<file path="src/rtl/pbhcp_pkg.sv">
// ----------------------------------------------------------------------------
// pbhcp_pkg: shared types and constants for the host command parser
// Parse phases, submessage kinds, event kinds, csr indices and the event structs.
// ----------------------------------------------------------------------------
package pbhcp_pkg;

   typedef enum logic [3:0] {
      PH_TOP_KEY  = 4'd0,
      PH_TOP_VAL  = 4'd1,
      PH_TOP_LEN  = 4'd2,
      PH_SKIP     = 4'd3,
      PH_SUB_KEY  = 4'd4,
      PH_SUB_VAL  = 4'd5,
      PH_SUB_LEN  = 4'd6,
      PH_SUB_DATA = 4'd7,
      PH_ERROR    = 4'd8
   } phase_type;

   typedef enum logic [2:0] {
      SK_NONE   = 3'd0,
      SK_REBOOT = 3'd1,
      SK_BEGIN  = 3'd2,
      SK_CHUNK  = 3'd3,
      SK_NFC    = 3'd4
   } sub_kind_type;

   localparam logic [4:0] EV_NONCE       = 5'd0;
   localparam logic [4:0] EV_NODE_ID     = 5'd1;
   localparam logic [4:0] EV_ADDRESSED   = 5'd2;
   localparam logic [4:0] EV_REBOOT_UPD  = 5'd3;
   localparam logic [4:0] EV_REBOOT_ROM  = 5'd4;
   localparam logic [4:0] EV_FLASH_SIZE  = 5'd5;
   localparam logic [4:0] EV_UART_INV    = 5'd9;
   localparam logic [4:0] EV_CHUNK_OFS   = 5'd10;
   localparam logic [4:0] EV_CHUNK_LEN   = 5'd11;
   localparam logic [4:0] EV_CHUNK_BYTE  = 5'd12;
   localparam logic [4:0] EV_NFC_CMD     = 5'd13;
   localparam logic [4:0] EV_NFC_LEN     = 5'd14;
   localparam logic [4:0] EV_NFC_BYTE    = 5'd15;
   localparam logic [4:0] EV_END         = 5'd16;

   localparam logic CSR_NFC_LOW  = 1'b0;
   localparam logic CSR_NFC_HIGH = 1'b1;

   typedef struct packed {
      logic [4:0]  kind;
      logic [31:0] value;
      logic [3:0]  op;
      logic        ok;
      logic        eom;
   } event_type;

   typedef struct packed {
      logic      ev_valid;
      event_type ev;
      logic      end_valid;
      event_type end_ev;
   } step_out_type;

endpackage

</file>
<file path="src/rtl/pbhcp_core.sv">
// ----------------------------------------------------------------------------
// pbhcp_core: parser state and one-byte step logic
// Holds the parse state; each accepted byte advances it and yields up to
// one data event and one end verdict.
// ----------------------------------------------------------------------------
module pbhcp_core #(
   parameter int CHUNK_MAX       = 256,
   parameter int NFC_PAYLOAD_MAX = 64
) (
   input  logic                     clock,
   input  logic                     reset,
   input  logic                     step,
   input  logic [7:0]               in_byte,
   input  logic                     msg_last,
   input  logic [31:0]              nfc_low,
   input  logic [31:0]              nfc_high,
   output pbhcp_pkg::step_out_type  result
);
   import pbhcp_pkg::*;

   localparam logic [31:0] CHUNK_LIM = 32'(CHUNK_MAX);
   localparam logic [31:0] NFC_LIM   = 32'(NFC_PAYLOAD_MAX);

   phase_type    phase_ff, phase_in;
   logic         insub_ff, insub_in;
   sub_kind_type sk_ff, sk_in;
   logic [31:0]  acc_ff, acc_in;
   logic [2:0]   nb_ff, nb_in;
   logic [28:0]  fld_ff, fld_in;
   logic [31:0]  subrem_ff, subrem_in;
   logic [31:0]  skip_ff, skip_in;
   logic [3:0]   op_ff, op_in;
   logic [31:0]  nfc_ff, nfc_in;
   logic         err_ff, err_in;

   // state registers
   always_ff @(posedge clock) begin
      if (reset) begin
         phase_ff  <= PH_TOP_KEY;
         insub_ff  <= 1'b0;
         sk_ff     <= SK_NONE;
         acc_ff    <= '0;
         nb_ff     <= '0;
         fld_ff    <= '0;
         subrem_ff <= '0;
         skip_ff   <= '0;
         op_ff     <= '0;
         nfc_ff    <= '0;
         err_ff    <= 1'b0;
      end else if (step) begin
         phase_ff  <= phase_in;
         insub_ff  <= insub_in;
         sk_ff     <= sk_in;
         acc_ff    <= acc_in;
         nb_ff     <= nb_in;
         fld_ff    <= fld_in;
         subrem_ff <= subrem_in;
         skip_ff   <= skip_in;
         op_ff     <= op_in;
         nfc_ff    <= nfc_in;
         err_ff    <= err_in;
      end
   end

   // one byte step
   always_comb begin
      logic [31:0] v;
      logic [31:0] sh;
      logic        data;
      logic        fail;
      logic        close;
      logic        ok;
      phase_type   ph;
      phase_in  = phase_ff;
      insub_in  = insub_ff;
      sk_in     = sk_ff;
      acc_in    = acc_ff;
      nb_in     = nb_ff;
      fld_in    = fld_ff;
      subrem_in = subrem_ff;
      skip_in   = skip_ff;
      op_in     = op_ff;
      nfc_in    = nfc_ff;
      err_in    = err_ff;
      result    = '0;
      fail      = 1'b0;
      close     = 1'b0;
      data      = 1'b0;
      ok        = 1'b0;
      v         = '0;
      sh        = '0;
      ph        = phase_ff;

      if (phase_ff != PH_ERROR) begin
         if (insub_ff && subrem_ff != 32'd0) subrem_in = subrem_ff - 32'd1;
         if (phase_ff == PH_SKIP || phase_ff == PH_SUB_DATA) begin
            if (phase_ff == PH_SUB_DATA) begin
               result.ev_valid = 1'b1;
               result.ev.kind  = (sk_ff == SK_CHUNK) ? EV_CHUNK_BYTE : EV_NFC_BYTE;
               result.ev.value = {24'd0, in_byte};
            end
            skip_in = skip_ff - 32'd1;
            if (skip_in == 32'd0) phase_in = insub_ff ? PH_SUB_KEY : PH_TOP_KEY;
         end else begin
            // varint accumulate
            case (nb_ff)
               3'd0:    sh = {25'd0, in_byte[6:0]};
               3'd1:    sh = {18'd0, in_byte[6:0], 7'd0};
               3'd2:    sh = {11'd0, in_byte[6:0], 14'd0};
               3'd3:    sh = {4'd0, in_byte[6:0], 21'd0};
               3'd4:    sh = {in_byte[3:0], 28'd0};
               3'd5:    sh = {in_byte[3:0], 28'd0};
               3'd6:    sh = {7'd0, in_byte[6:0], 18'd0};
               default: sh = {in_byte[6:0], 25'd0};
            endcase
            acc_in = acc_ff | sh;
            nb_in  = nb_ff + 3'd1;
            if (in_byte[7]) begin
               if (nb_in >= 3'd5) fail = 1'b1;
            end else begin
               v      = acc_in;
               acc_in = '0;
               nb_in  = '0;
               case (phase_ff)
                  PH_TOP_KEY, PH_SUB_KEY: begin
                     fld_in = v[31:3];
                     case (v[2:0])
                        3'd0: phase_in = (phase_ff == PH_SUB_KEY) ? PH_SUB_VAL : PH_TOP_VAL;
                        3'd1: begin skip_in = 32'd8; phase_in = PH_SKIP; end
                        3'd5: begin skip_in = 32'd4; phase_in = PH_SKIP; end
                        3'd2: phase_in = (phase_ff == PH_SUB_KEY) ? PH_SUB_LEN : PH_TOP_LEN;
                        default: fail = 1'b1;
                     endcase
                  end
                  PH_TOP_VAL: begin
                     result.ev.value = v;
                     if (fld_ff == 29'd1) begin
                        result.ev_valid = 1'b1; result.ev.kind = EV_NONCE;
                     end else if (fld_ff == 29'd2) begin
                        result.ev_valid = 1'b1; result.ev.kind = EV_NODE_ID;
                     end else if (fld_ff == 29'd3) begin
                        result.ev_valid = 1'b1; result.ev.kind = EV_ADDRESSED;
                        result.ev.value = {31'd0, v != 32'd0};
                     end
                     phase_in = PH_TOP_KEY;
                  end
                  PH_TOP_LEN: begin
                     if (fld_ff >= 29'd10 && fld_ff <= 29'd17) op_in = 4'(fld_ff - 29'd9);
                     if (fld_ff == 29'd12 || fld_ff == 29'd13 || fld_ff == 29'd14
                         || fld_ff == 29'd16) begin
                        sk_in = (fld_ff == 29'd12) ? SK_REBOOT :
                                (fld_ff == 29'd13) ? SK_BEGIN :
                                (fld_ff == 29'd14) ? SK_CHUNK : SK_NFC;
                        if (v == 32'd0) close = 1'b1;
                        else begin
                           insub_in  = 1'b1;
                           subrem_in = v;
                           phase_in  = PH_SUB_KEY;
                        end
                     end else if (v == 32'd0) phase_in = PH_TOP_KEY;
                     else begin
                        skip_in  = v;
                        phase_in = PH_SKIP;
                     end
                  end
                  PH_SUB_VAL: begin
                     result.ev.value = v;
                     case (sk_ff)
                        SK_REBOOT: begin
                           result.ev.value = {31'd0, v != 32'd0};
                           if (fld_ff == 29'd1) begin
                              result.ev_valid = 1'b1; result.ev.kind = EV_REBOOT_UPD;
                           end else if (fld_ff == 29'd2) begin
                              result.ev_valid = 1'b1; result.ev.kind = EV_REBOOT_ROM;
                           end
                        end
                        SK_BEGIN: begin
                           if (fld_ff >= 29'd1 && fld_ff <= 29'd4) begin
                              result.ev_valid = 1'b1;
                              result.ev.kind  = EV_FLASH_SIZE + 5'(fld_ff) - 5'd1;
                           end else if (fld_ff == 29'd5) begin
                              result.ev_valid = 1'b1; result.ev.kind = EV_UART_INV;
                              result.ev.value = {31'd0, v != 32'd0};
                           end
                        end
                        SK_CHUNK: begin
                           if (fld_ff == 29'd1) begin
                              result.ev_valid = 1'b1; result.ev.kind = EV_CHUNK_OFS;
                           end
                        end
                        SK_NFC: begin
                           if (fld_ff == 29'd1) begin
                              nfc_in = v;
                              result.ev_valid = 1'b1; result.ev.kind = EV_NFC_CMD;
                           end
                        end
                        default: ;
                     endcase
                     phase_in = PH_SUB_KEY;
                  end
                  PH_SUB_LEN: begin
                     data = fld_ff == 29'd2 && (sk_ff == SK_CHUNK || sk_ff == SK_NFC);
                     if (v > subrem_in) fail = 1'b1;
                     else if (data && sk_ff == SK_CHUNK && v > CHUNK_LIM) fail = 1'b1;
                     else if (data && sk_ff == SK_NFC && v > NFC_LIM) fail = 1'b1;
                     else begin
                        if (data) begin
                           result.ev_valid = 1'b1;
                           result.ev.kind  = (sk_ff == SK_CHUNK) ? EV_CHUNK_LEN : EV_NFC_LEN;
                           result.ev.value = v;
                        end
                        if (v == 32'd0) phase_in = PH_SUB_KEY;
                        else begin
                           skip_in  = v;
                           phase_in = data ? PH_SUB_DATA : PH_SKIP;
                        end
                     end
                  end
                  default: fail = 1'b1;
               endcase
            end
         end
         // submessage exhausted after this byte
         if (!fail && !close && insub_in && subrem_in == 32'd0) begin
            if (phase_in == PH_SUB_KEY) close = 1'b1;
            else fail = 1'b1;
         end
         if (close) begin
            if (sk_in == SK_NFC && (nfc_in < nfc_low || nfc_in > nfc_high)) fail = 1'b1;
            else begin
               insub_in = 1'b0;
               sk_in    = SK_NONE;
               phase_in = PH_TOP_KEY;
            end
         end
         if (fail) begin
            err_in   = 1'b1;
            phase_in = PH_ERROR;
         end
      end

      // verdict
      if (msg_last) begin
         ph = phase_in;
         ok = !err_in && ph == PH_TOP_KEY && !insub_in && op_in != 4'd0;
         result.end_valid  = 1'b1;
         result.end_ev     = '0;
         result.end_ev.kind = EV_END;
         result.end_ev.op  = op_in;
         result.end_ev.ok  = ok;
         result.end_ev.eom = 1'b1;
         phase_in  = PH_TOP_KEY;
         insub_in  = 1'b0;
         sk_in     = SK_NONE;
         acc_in    = '0;
         nb_in     = '0;
         fld_in    = '0;
         subrem_in = '0;
         skip_in   = '0;
         op_in     = '0;
         nfc_in    = '0;
         err_in    = 1'b0;
      end
   end

endmodule

</file>
<file path="src/rtl/pbhcp_outq.sv">
// ----------------------------------------------------------------------------
// pbhcp_outq: result queue
// Four-entry event queue; stalls input when fewer than two slots are free.
// ----------------------------------------------------------------------------
module pbhcp_outq (
   input  logic                     clock,
   input  logic                     reset,
   input  logic                     push,
   input  pbhcp_pkg::step_out_type  result,
   output logic                     room,
   output logic                     out_valid,
   input  logic                     out_stall,
   output pbhcp_pkg::event_type     out_ev
);
   import pbhcp_pkg::*;

   event_type  mem_ff [4];
   logic [1:0] rd_ff, rd_in;
   logic [1:0] wr_ff, wr_in;
   logic [2:0] cnt_ff, cnt_in;
   logic       pop;
   logic [1:0] n_push;

   assign out_valid = cnt_ff != 3'd0;
   assign out_ev    = mem_ff[rd_ff];
   assign pop       = out_valid && !out_stall;
   assign room      = cnt_ff <= 3'd2;

   // pointers and count
   always_comb begin
      n_push = '0;
      if (push) n_push = 2'(result.ev_valid) + 2'(result.end_valid);
      wr_in  = wr_ff + n_push;
      rd_in  = rd_ff + 2'(pop);
      cnt_in = cnt_ff + 3'(n_push) - 3'(pop);
   end

   always_ff @(posedge clock) begin
      if (reset) begin
         rd_ff  <= '0;
         wr_ff  <= '0;
         cnt_ff <= '0;
      end else begin
         rd_ff  <= rd_in;
         wr_ff  <= wr_in;
         cnt_ff <= cnt_in;
      end
   end

   // storage
   always_ff @(posedge clock) begin
      if (push && result.ev_valid) mem_ff[wr_ff] <= result.ev;
      if (push && result.end_valid)
         mem_ff[wr_ff + 2'(result.ev_valid)] <= result.end_ev;
   end

endmodule

</file>
<file path="src/rtl/protobuf_host_command_parser_top.sv">
// ----------------------------------------------------------------------------
// protobuf_host_command_parser_top: streaming host command decoder
//   channel | direction | beat
//   req_    | in        | in_byte, msg_last
//   rsp_    | out       | event_kind, event_value, message_op, message_ok, eom
//   csr_    | in        | index, write data (nfc_cmd_low, nfc_cmd_high)
// One byte beat per cycle unless stalled; state advances in the cycle the beat is taken.
// Results are registered in the result queue before rsp_; a byte yields up to two beats.
// req_stall rises while the four-entry result queue has under two free slots.
// Synchronous reset clears parse state and the queue; csr registers reset too.
// ----------------------------------------------------------------------------
module protobuf_host_command_parser_top #(
   parameter int CHUNK_MAX       = 256,
   parameter int NFC_PAYLOAD_MAX = 64
) (
   input  logic        clock,
   input  logic        reset,
   input  logic        req_valid,
   output logic        req_stall,
   input  logic [7:0]  req_in_byte,
   input  logic        req_msg_last,
   output logic        rsp_valid,
   input  logic        rsp_stall,
   output logic [4:0]  rsp_event_kind,
   output logic [31:0] rsp_event_value,
   output logic [3:0]  rsp_message_op,
   output logic        rsp_message_ok,
   output logic        rsp_end_of_message,
   input  logic        csr_valid,
   output logic        csr_ready,
   input  logic [0:0]  csr_index,
   input  logic [31:0] csr_wdata
);
   import pbhcp_pkg::*;

   logic [31:0]  low_ff, high_ff;
   logic         room, step;
   step_out_type result;
   event_type    ev;

   assign csr_ready = 1'b1;
   assign req_stall = !room;
   assign step      = req_valid && room;

   // configuration registers
   always_ff @(posedge clock) begin
      if (reset) begin
         low_ff  <= '0;
         high_ff <= '1;
      end else if (csr_valid) begin
         unique case (csr_index)
            CSR_NFC_LOW:  low_ff  <= csr_wdata;
            CSR_NFC_HIGH: high_ff <= csr_wdata;
            default: ;
         endcase
      end
   end

   pbhcp_core #(.CHUNK_MAX(CHUNK_MAX), .NFC_PAYLOAD_MAX(NFC_PAYLOAD_MAX)) u_core (
      .clock, .reset, .step,
      .in_byte (req_in_byte),
      .msg_last(req_msg_last),
      .nfc_low (low_ff),
      .nfc_high(high_ff),
      .result
   );

   pbhcp_outq u_outq (
      .clock, .reset,
      .push     (step),
      .result,
      .room,
      .out_valid(rsp_valid),
      .out_stall(rsp_stall),
      .out_ev   (ev)
   );

   assign rsp_event_kind     = ev.kind;
   assign rsp_event_value    = ev.value;
   assign rsp_message_op     = ev.op;
   assign rsp_message_ok     = ev.ok;
   assign rsp_end_of_message = ev.eom;

endmodule

</file>
<file path="config.mk">
export PLATFORM = sky130hd
export DESIGN_NAME = protobuf_host_command_parser_top
export DESIGN_NICKNAME = d
export VERILOG_FILES = /design/src/rtl/pbhcp_pkg.sv /design/src/rtl/pbhcp_core.sv /design/src/rtl/pbhcp_outq.sv /design/src/rtl/protobuf_host_command_parser_top.sv
export SDC_FILE = /design/constraint.sdc
export NUM_CORES = 1
export LEC_CHECK = 0
export BUFFER_PORTS_ARGS = -buffer_cell sky130_fd_sc_hd__buf_2
export CORE_ASPECT_RATIO = 0.9
export CORE_UTILIZATION = 55
export CTS_CLUSTER_SIZE = 16
export DETAILED_ROUTE_END_ITERATION = 7
export PLACE_DENSITY = 0.72
export SLEW_MARGIN = 20
export SYNTH_ARGS = -nofsm -noshare
export SYNTH_HDL_FRONTEND = slang
export SYNTH_SLANG_ARGS = --single-unit
</file>
<file path="constraint.sdc">
create_clock -name clock -period 6.95 [get_ports clock]
set_input_delay 1.39 -clock clock [delete_from_list [all_inputs] [get_ports clock]]
set_output_delay 1.39 -clock clock [all_outputs]
set_load 0.01 [all_outputs]
</file>
== Yosys cells after proc, flatten, opt, wreduce, memory -nomap -nowiden ==
Memory sizes are Yosys's and may differ from the RTL's. A register that Yosys moved wholly into a read port is not among the register bits.
Index checks and enable logic that the tools add are counted.

* Register bits: 244
* Bits in writable memories: 172
* Output and inout port bits: 46
* Memories: 1

{| class="wikitable"
|+ Memories
! memory !! depth !! bits a word !! read ports !! clocked after Yosys merged registers in !! write ports !! line !! RTL
|-
| u_outq.mem_ff || 4 || 43 || 1 || 1 || 2 || pbhcp_outq.sv:17 || <nowiki>event_type mem_ff [4];</nowiki>
|}

* Add/subtract/negate cells: 12
* Order comparisons: 11
* Equal/unequal tests: 39
* Multiplexer cells: 153
* Bitwise operators: 2
* Reduce and logical (&&, ||, !) cells: 56

{| class="wikitable"
|+ Operator list
! kind !! number
|-
| $mux 32 || 36
|-
| $mux 38 || 10
|-
| $pmux 32 s6 || 1
|-
| $mux 29 || 5
|-
| $pmux 32 s2 || 2
|-
| $pmux 38 s3 || 1
|-
| $logic_not 32->1 || 3
|-
| $pmux 32 s3 || 1
|-
| $eq 29x4->1 const B || 3
|-
| $mux 4 || 21
|-
| $gt 32x32->1 || 2
|-
| $reduce_bool 32->1 || 2
|-
| $sub 32x1->32 const B || 2
|-
| $mux 3 || 21
|-
| $eq 29x2->1 const B || 2
|-
| $mux 44 || 1
|-
| $mux 6 || 7
|-
| $mux 1 || 39
|-
| $gt 32x7->1 const B || 1
|-
| $gt 32x9->1 const B || 1
|-
| $lt 32x32->1 || 1
|-
| $or 32x32->32 || 1
|-
| $eq 29x1->1 const B || 1
|-
| $eq 29x3->1 const B || 1
|-
| 50 further kinds || 108
|}

== Logic depth before layout (Yosys ltp) ==
* Depth after elaboration: 34
* Depth in mapped cells: 26

== By module ==
From an unflattened synthesis, not the netlist that was laid out.

* Cells, all modules: 2692
* Area total of the unflattened synthesis: 25353.1 sq um

{| class="wikitable"
|+ By module, submodules not included
! module !! instances !! cells each !! area each (sq um) !! seq. area each (sq um)
|-
| pbhcp_core || 1 || 1962 || 13858.3 || 3463.3
|-
| pbhcp_outq || 1 || 470 || 8785.9 || 5305.1
|-
| protobuf_host_command_parser_top || 1 || 260 || 2708.8 || 1281.2
|}

== Worst setup path after synthesis ==
Ideal clock, no wire load.

* Kind: input to register
* From: input port req_in_byte[1]
* To: register u_outq.cnt_ff[2]
* Library setup time: 0.128 ns
* Arrival time: 5.697 ns
* Required time: 6.822 ns
* Slack: 1.126 ns
* Stages on the path: 21
* Buffers on the path: 2
* Cell sequence: clkbuf_1 -> a21oi_1 -> clkbuf_1 -> inv_1 -> ha_1 -> nor2b_1 -> o211ai_1 -> a2111oi_0 -> or4b_2 -> a32oi_1 -> nand4_4 -> nor3_4 -> o21ai_2 -> a21oi_4 -> ha_1 -> nand2_1 -> ha_1 -> fa_1 -> xnor2_1 -> xnor2_1 -> nor2_1

* Cells in the longest elaborated chain, start to end: 17

{| class="wikitable"
|+ RTL lines
! what !! line !! RTL
|-
| from (decl) || protobuf_host_command_parser_top.sv:20 || <nowiki>input logic [7:0] req_in_byte,</nowiki>
|-
| $pmux 32 s6 * || pbhcp_core.sv:106 || <nowiki>case (nb_ff)</nowiki>
|-
| $mux 32 * || pbhcp_core.sv:96 || <nowiki>if (phase_ff == PH_SKIP || phase_ff == PH_SUB_DATA) begin</nowiki>
|-
| $mux 32 * || pbhcp_core.sv:94 || <nowiki>if (phase_ff != PH_ERROR) begin</nowiki>
|-
| $or 32x32->32 * || pbhcp_core.sv:116 || <nowiki>acc_in = acc_ff | sh;</nowiki>
|-
| $gt 32x7->1 || pbhcp_core.sv:205 || <nowiki>else if (data && sk_ff == SK_NFC && v > NFC_LIM) fail = 1'b1;</nowiki>
|-
| $logic_and 1x1->1 || pbhcp_core.sv:205 ||
|-
| $mux 38 || pbhcp_core.sv:205 ||
|-
| $mux 38 || pbhcp_core.sv:204 || <nowiki>else if (data && sk_ff == SK_CHUNK && v > CHUNK_LIM) fail = 1'b1;</nowiki>
|-
| $mux 38 * || pbhcp_core.sv:203 || <nowiki>if (v > subrem_in) fail = 1'b1;</nowiki>
|-
| $pmux 38 s3 * || pbhcp_core.sv:124 || <nowiki>case (phase_ff)</nowiki>
|-
| $mux 38 * || pbhcp_core.sv:118 || <nowiki>if (in_byte[7]) begin</nowiki>
|-
| $mux 38 * || pbhcp_core.sv:96 ||
|-
| $mux 38 * || pbhcp_core.sv:94 ||
|-
| $add 1x1->2 * || pbhcp_outq.sv:32 || <nowiki>if (push) n_push = 2'(result.ev_valid) + 2'(result.end_valid);</nowiki>
|-
| $mux 2 * || pbhcp_outq.sv:32 ||
|-
| $add 3x2->3 * || pbhcp_outq.sv:35 || <nowiki>cnt_in = cnt_ff + 3'(n_push) - 3'(pop);</nowiki>
|-
| $sub 3x1->3 * || pbhcp_outq.sv:35 ||
|-
| to (signal assigned) || pbhcp_outq.sv:46 || <nowiki>cnt_ff <= cnt_in;</nowiki>
|-
| to (decl) || pbhcp_outq.sv:20 || <nowiki>logic [2:0] cnt_ff, cnt_in;</nowiki>
|}

Mark *: on every way between the ends. The rest lies on a longest branch, timed or not. The select of a mux whose other input is x is not followed.
A chain may end at the register's enable or synchronous reset.

==> impl_metrics.yaml <==
run_status:
  violations: "DRC"
  status: "complete, but fails checks"
clock_tree:
  cts_tree: "built"
  cts_root_buf: "clkbuf_16"
  clk_latency_ps: 610
  cts.reportedPaths.clkPinSlew_ps: 60
  cts.path.max_buffers: 3
  htreeDepth: 2
  cts_made_buffers: 45
  clkSinkCount: 416
logic_synthesis:
  ys_top_cells_by_area: "dfxtp_1 (33%), nand2_1 (6.4%), ha_1 (6.3%), a21oi_1 (5.6%), nor2_1 (5.5%)"
  synth_warnings: 0
  synth_cells: 2910
  ys_types: 100
  synth_edf_count: 28
  synth-seq-cells: 416
  synth_top_area_cell: "dfxtp_1"
  synth_top_flop_cell: "dfxtp_1"
  netlist_area_sq_mm: 0.02363
  synth_top_area_share_pct: 32.88
  synth_common_cells: "nand2_1 (402), dfxtp_1 (388), nor2_1 (345)"
  avgSynthCellArea_sq_um: 8.119
  ys_seq_area_share_pct: 36.44
  synth.most_common_cell: "nand2_1"
  synthesis.nets: 3077
  synth-async-reset-ratio_pct: 0
setup_path:
  crit_type: "flop to flop"
  start_kind: "flop"
  critPathCaptureType: "flop"
  r2r_cells: 21
  cp_slowest_stage_delay_ps: 710
  crit_arrival_ps: 6940
  crit_path_max_fanout: 21
  required_ps: 7440
  crit_chain: "nor4_1 > nand2_1 > buf_4 > o31ai_1 > or3_1 > xor2_1 > ha_1 > nand4_1 > a21oi_1 > or4b_2 > a32oi_1 > nand4_4 > nor3_4 > o21ai_2 > a21oi_4 > ha_1 > nor2_1 > nand2_1 > inv_2 > buf_12 > a21oi_1"
  cp_slowest_cell: "or4b_2"
timing:
  min_period_over_period_pct: 92.73
  period_needed_ps: 6444
  slew-limit-headroom_pct: 29.19
  tightest_slew_ps: 1062
  setup_viol: 0
  slew_viol_final: 0
  fmax_mhz: 155.2
  final_hold_viol_count: 0
  grt_setup_unrepaired: "no"
  tns_ps: 0
  fin_skew_ps: 33.04
power_and_ir_drop:
  peakVddDrop_uv: 219.8
  p_leak_nw: 10.52
  power.density_mw_per_mm2: 238.0
placed_design:
  portBuffers: 91
  dp_hpwl_um: 54280
  gp_congestion: 0.9914
  postPlaceCellArea_sq_mm: 0.02457
  dp.cells: 3419
finish:
  nets: 3086
  drive_gt1_share_pct: 12.10
  final_util_pct: 61.85
  final_area_sq_mm: 0.02604
  finalNonFillerCells: 3500
  syn_to_final_growth_pct: 10.23
drt:
  routed_wirelength_um: 78800
  dr.pass1.iters: 8
  viasPerCell: 6.491
  routedWlPerCell_um: 22.51
  drt_iter0_drc: 2716
  vias: 22720
  antenna_left: 0
  drc: 6
global_route:
  grt_max_degree: 87
  first_global_vias: 21090
  antenna_found_initial: 13
  grt_pass1_wl_um: 120600
  grt_usage_pct: 35.70
  grt_overflow: 0
floorplanning:
  initial_core_util_pct: 56.11
  die_area_sq_mm: 0.04379
  ios: 93
  core-area_sq_mm: 0.04211
  die-width_um: 220.5
  num_rows: 71
  die_y_um: 198.6
min_path:
  hold_class: "flop to flop"
  hold_depth: 2
run:
  max_cap_violations: 0
-- worst max-delay path: cells and delay by family, from the launching register on --
kind,cells,cell delay [ps]
XOR/XNOR,1,290
flip-flops,1,380
AO/OA/AOI/OAI,6,1480
AND/OR/NAND/NOR,9,2730
buffers and inverters,3,840
adder cells (fa/ha/maj),2,600
-- path summary, 6_finish.rpt --
path	startpoint	to	slack, ps
max	u_core.subrem_ff[11]	u_outq.mem_ff[0][31]	510
min	u_core.acc_ff[8]	u_core.acc_ff[8]	450
max reg2reg	u_core.subrem_ff[11]	u_outq.mem_ff[0][31]	510
min reg2reg	u_core.acc_ff[8]	u_core.acc_ff[8]	450
-- sequential cells by signal, summed over array words and instances, names as in the netlist --
name and cells:
low_ff 32, u_outq.rd_ff 2, u_outq.cnt_ff 3, u_core.nfc_ff 32
u_outq.mem_ff 172, u_core.skip_ff 32, u_core.sk_ff 3, u_core.fld_ff 29
u_core.acc_ff 32, u_core.err_ff 1, u_core.op_ff 4, u_core.phase_ff 4
high_ff 32, u_core.insub_ff 1, u_core.nb_ff 3, u_core.subrem_ff 32
u_outq.wr_ff 2
-- power breakdown --
| group | switching (W) | internal [W] | leakage (nW) | total (W) |
|---|---|---|---|---|
| registers | 0.0000892 | 0.00248 | 3.43 | 0.00257 |
| logic | 0.000815 | 0.000399 | 6.38 | 0.00121 |
| clock network | 0.00105 | 0.00136 | 0.709 | 0.00241 |
-- repair_timing --
action                     CTS  global route
gates resized for setup      0             2
setup endpoints to repair    0            22
hold buffers                 0             0
setup buffers                0             0
-- metrics by stage --
stage          worst slack [ps]  total power, W  hold slack, ps
3_3_place_gp              440.0        0.003780           435.3
4_1_cts                   459.6        0.006191           450.9
6_report                  505.5        0.006199           450.9
2_1_floorplan              1126        0.003427           428.7
3_5_place_dp              359.0        0.003802           443.4
5_1_grt                   25.66        0.006429           466.2
-- layer usage --
layer | track usage (%) | vias to the layer above | part of all wire [%]
met3 | 7.324 | 216 | 10
met1 | 48.95 | 10910 | 42
li1 | - | 10410 | -
met5 | 0 | - | 0.088
met2 | 54.12 | 1178 | 43
met4 | 15.38 | 10 | 4.3
-- cell type report --
cell class                      count  area (sq um)
Timing Repair Buffer              167          1070
Antenna cell                        2         5.005
Inverter                          133         499.2
Clock inverter                     19         215.2
Sequential cell                   416          8611
Clock buffer                       60          1232
Multi-Input combinational cell   2156         13730
Tap cell                          547         684.4
Fill cell                        3723         16070
-- cells by family after synthesis --
kind of cell,count (synthesis),share of synthesized area (%)
mux,134,8.002
xor+xnor,42,1.557
compound gates,686,18.38
flops,416,36.44
buf+inv,338,5.773
simple gates,1173,23.45
other cells,1,0.01587
fa+ha+maj,120,6.387
-- layout by cell type, fill, tap and decap left out, drive strengths merged, types with 12 or more instances in the layout --
| master | count |
|---|---|
| nand2 | 402 |
| dfxtp | 388 |
| nor2 | 346 |
| a21oi | 267 |
| buf | 167 |
| inv | 134 |
| o21ai | 131 |
| nand3 | 125 |
| ha | 119 |
| a22oi | 86 |
| mux2i | 82 |
| nor3 | 76 |
| clkbuf | 60 |
| nand4 | 45 |
| mux4 | 43 |
| nor4 | 40 |
| a211oi | 33 |
| edfxtp | 28 |
| xnor2 | 27 |
| o211ai | 27 |
| nor2b | 22 |
| or4 | 18 |
| a21o | 17 |
| o21a | 17 |
| or3 | 17 |
| xor2 | 15 |
| and3 | 14 |
| clkinv | 14 |
| and2 | 12 |
Power figures use the tool's default switching activity.
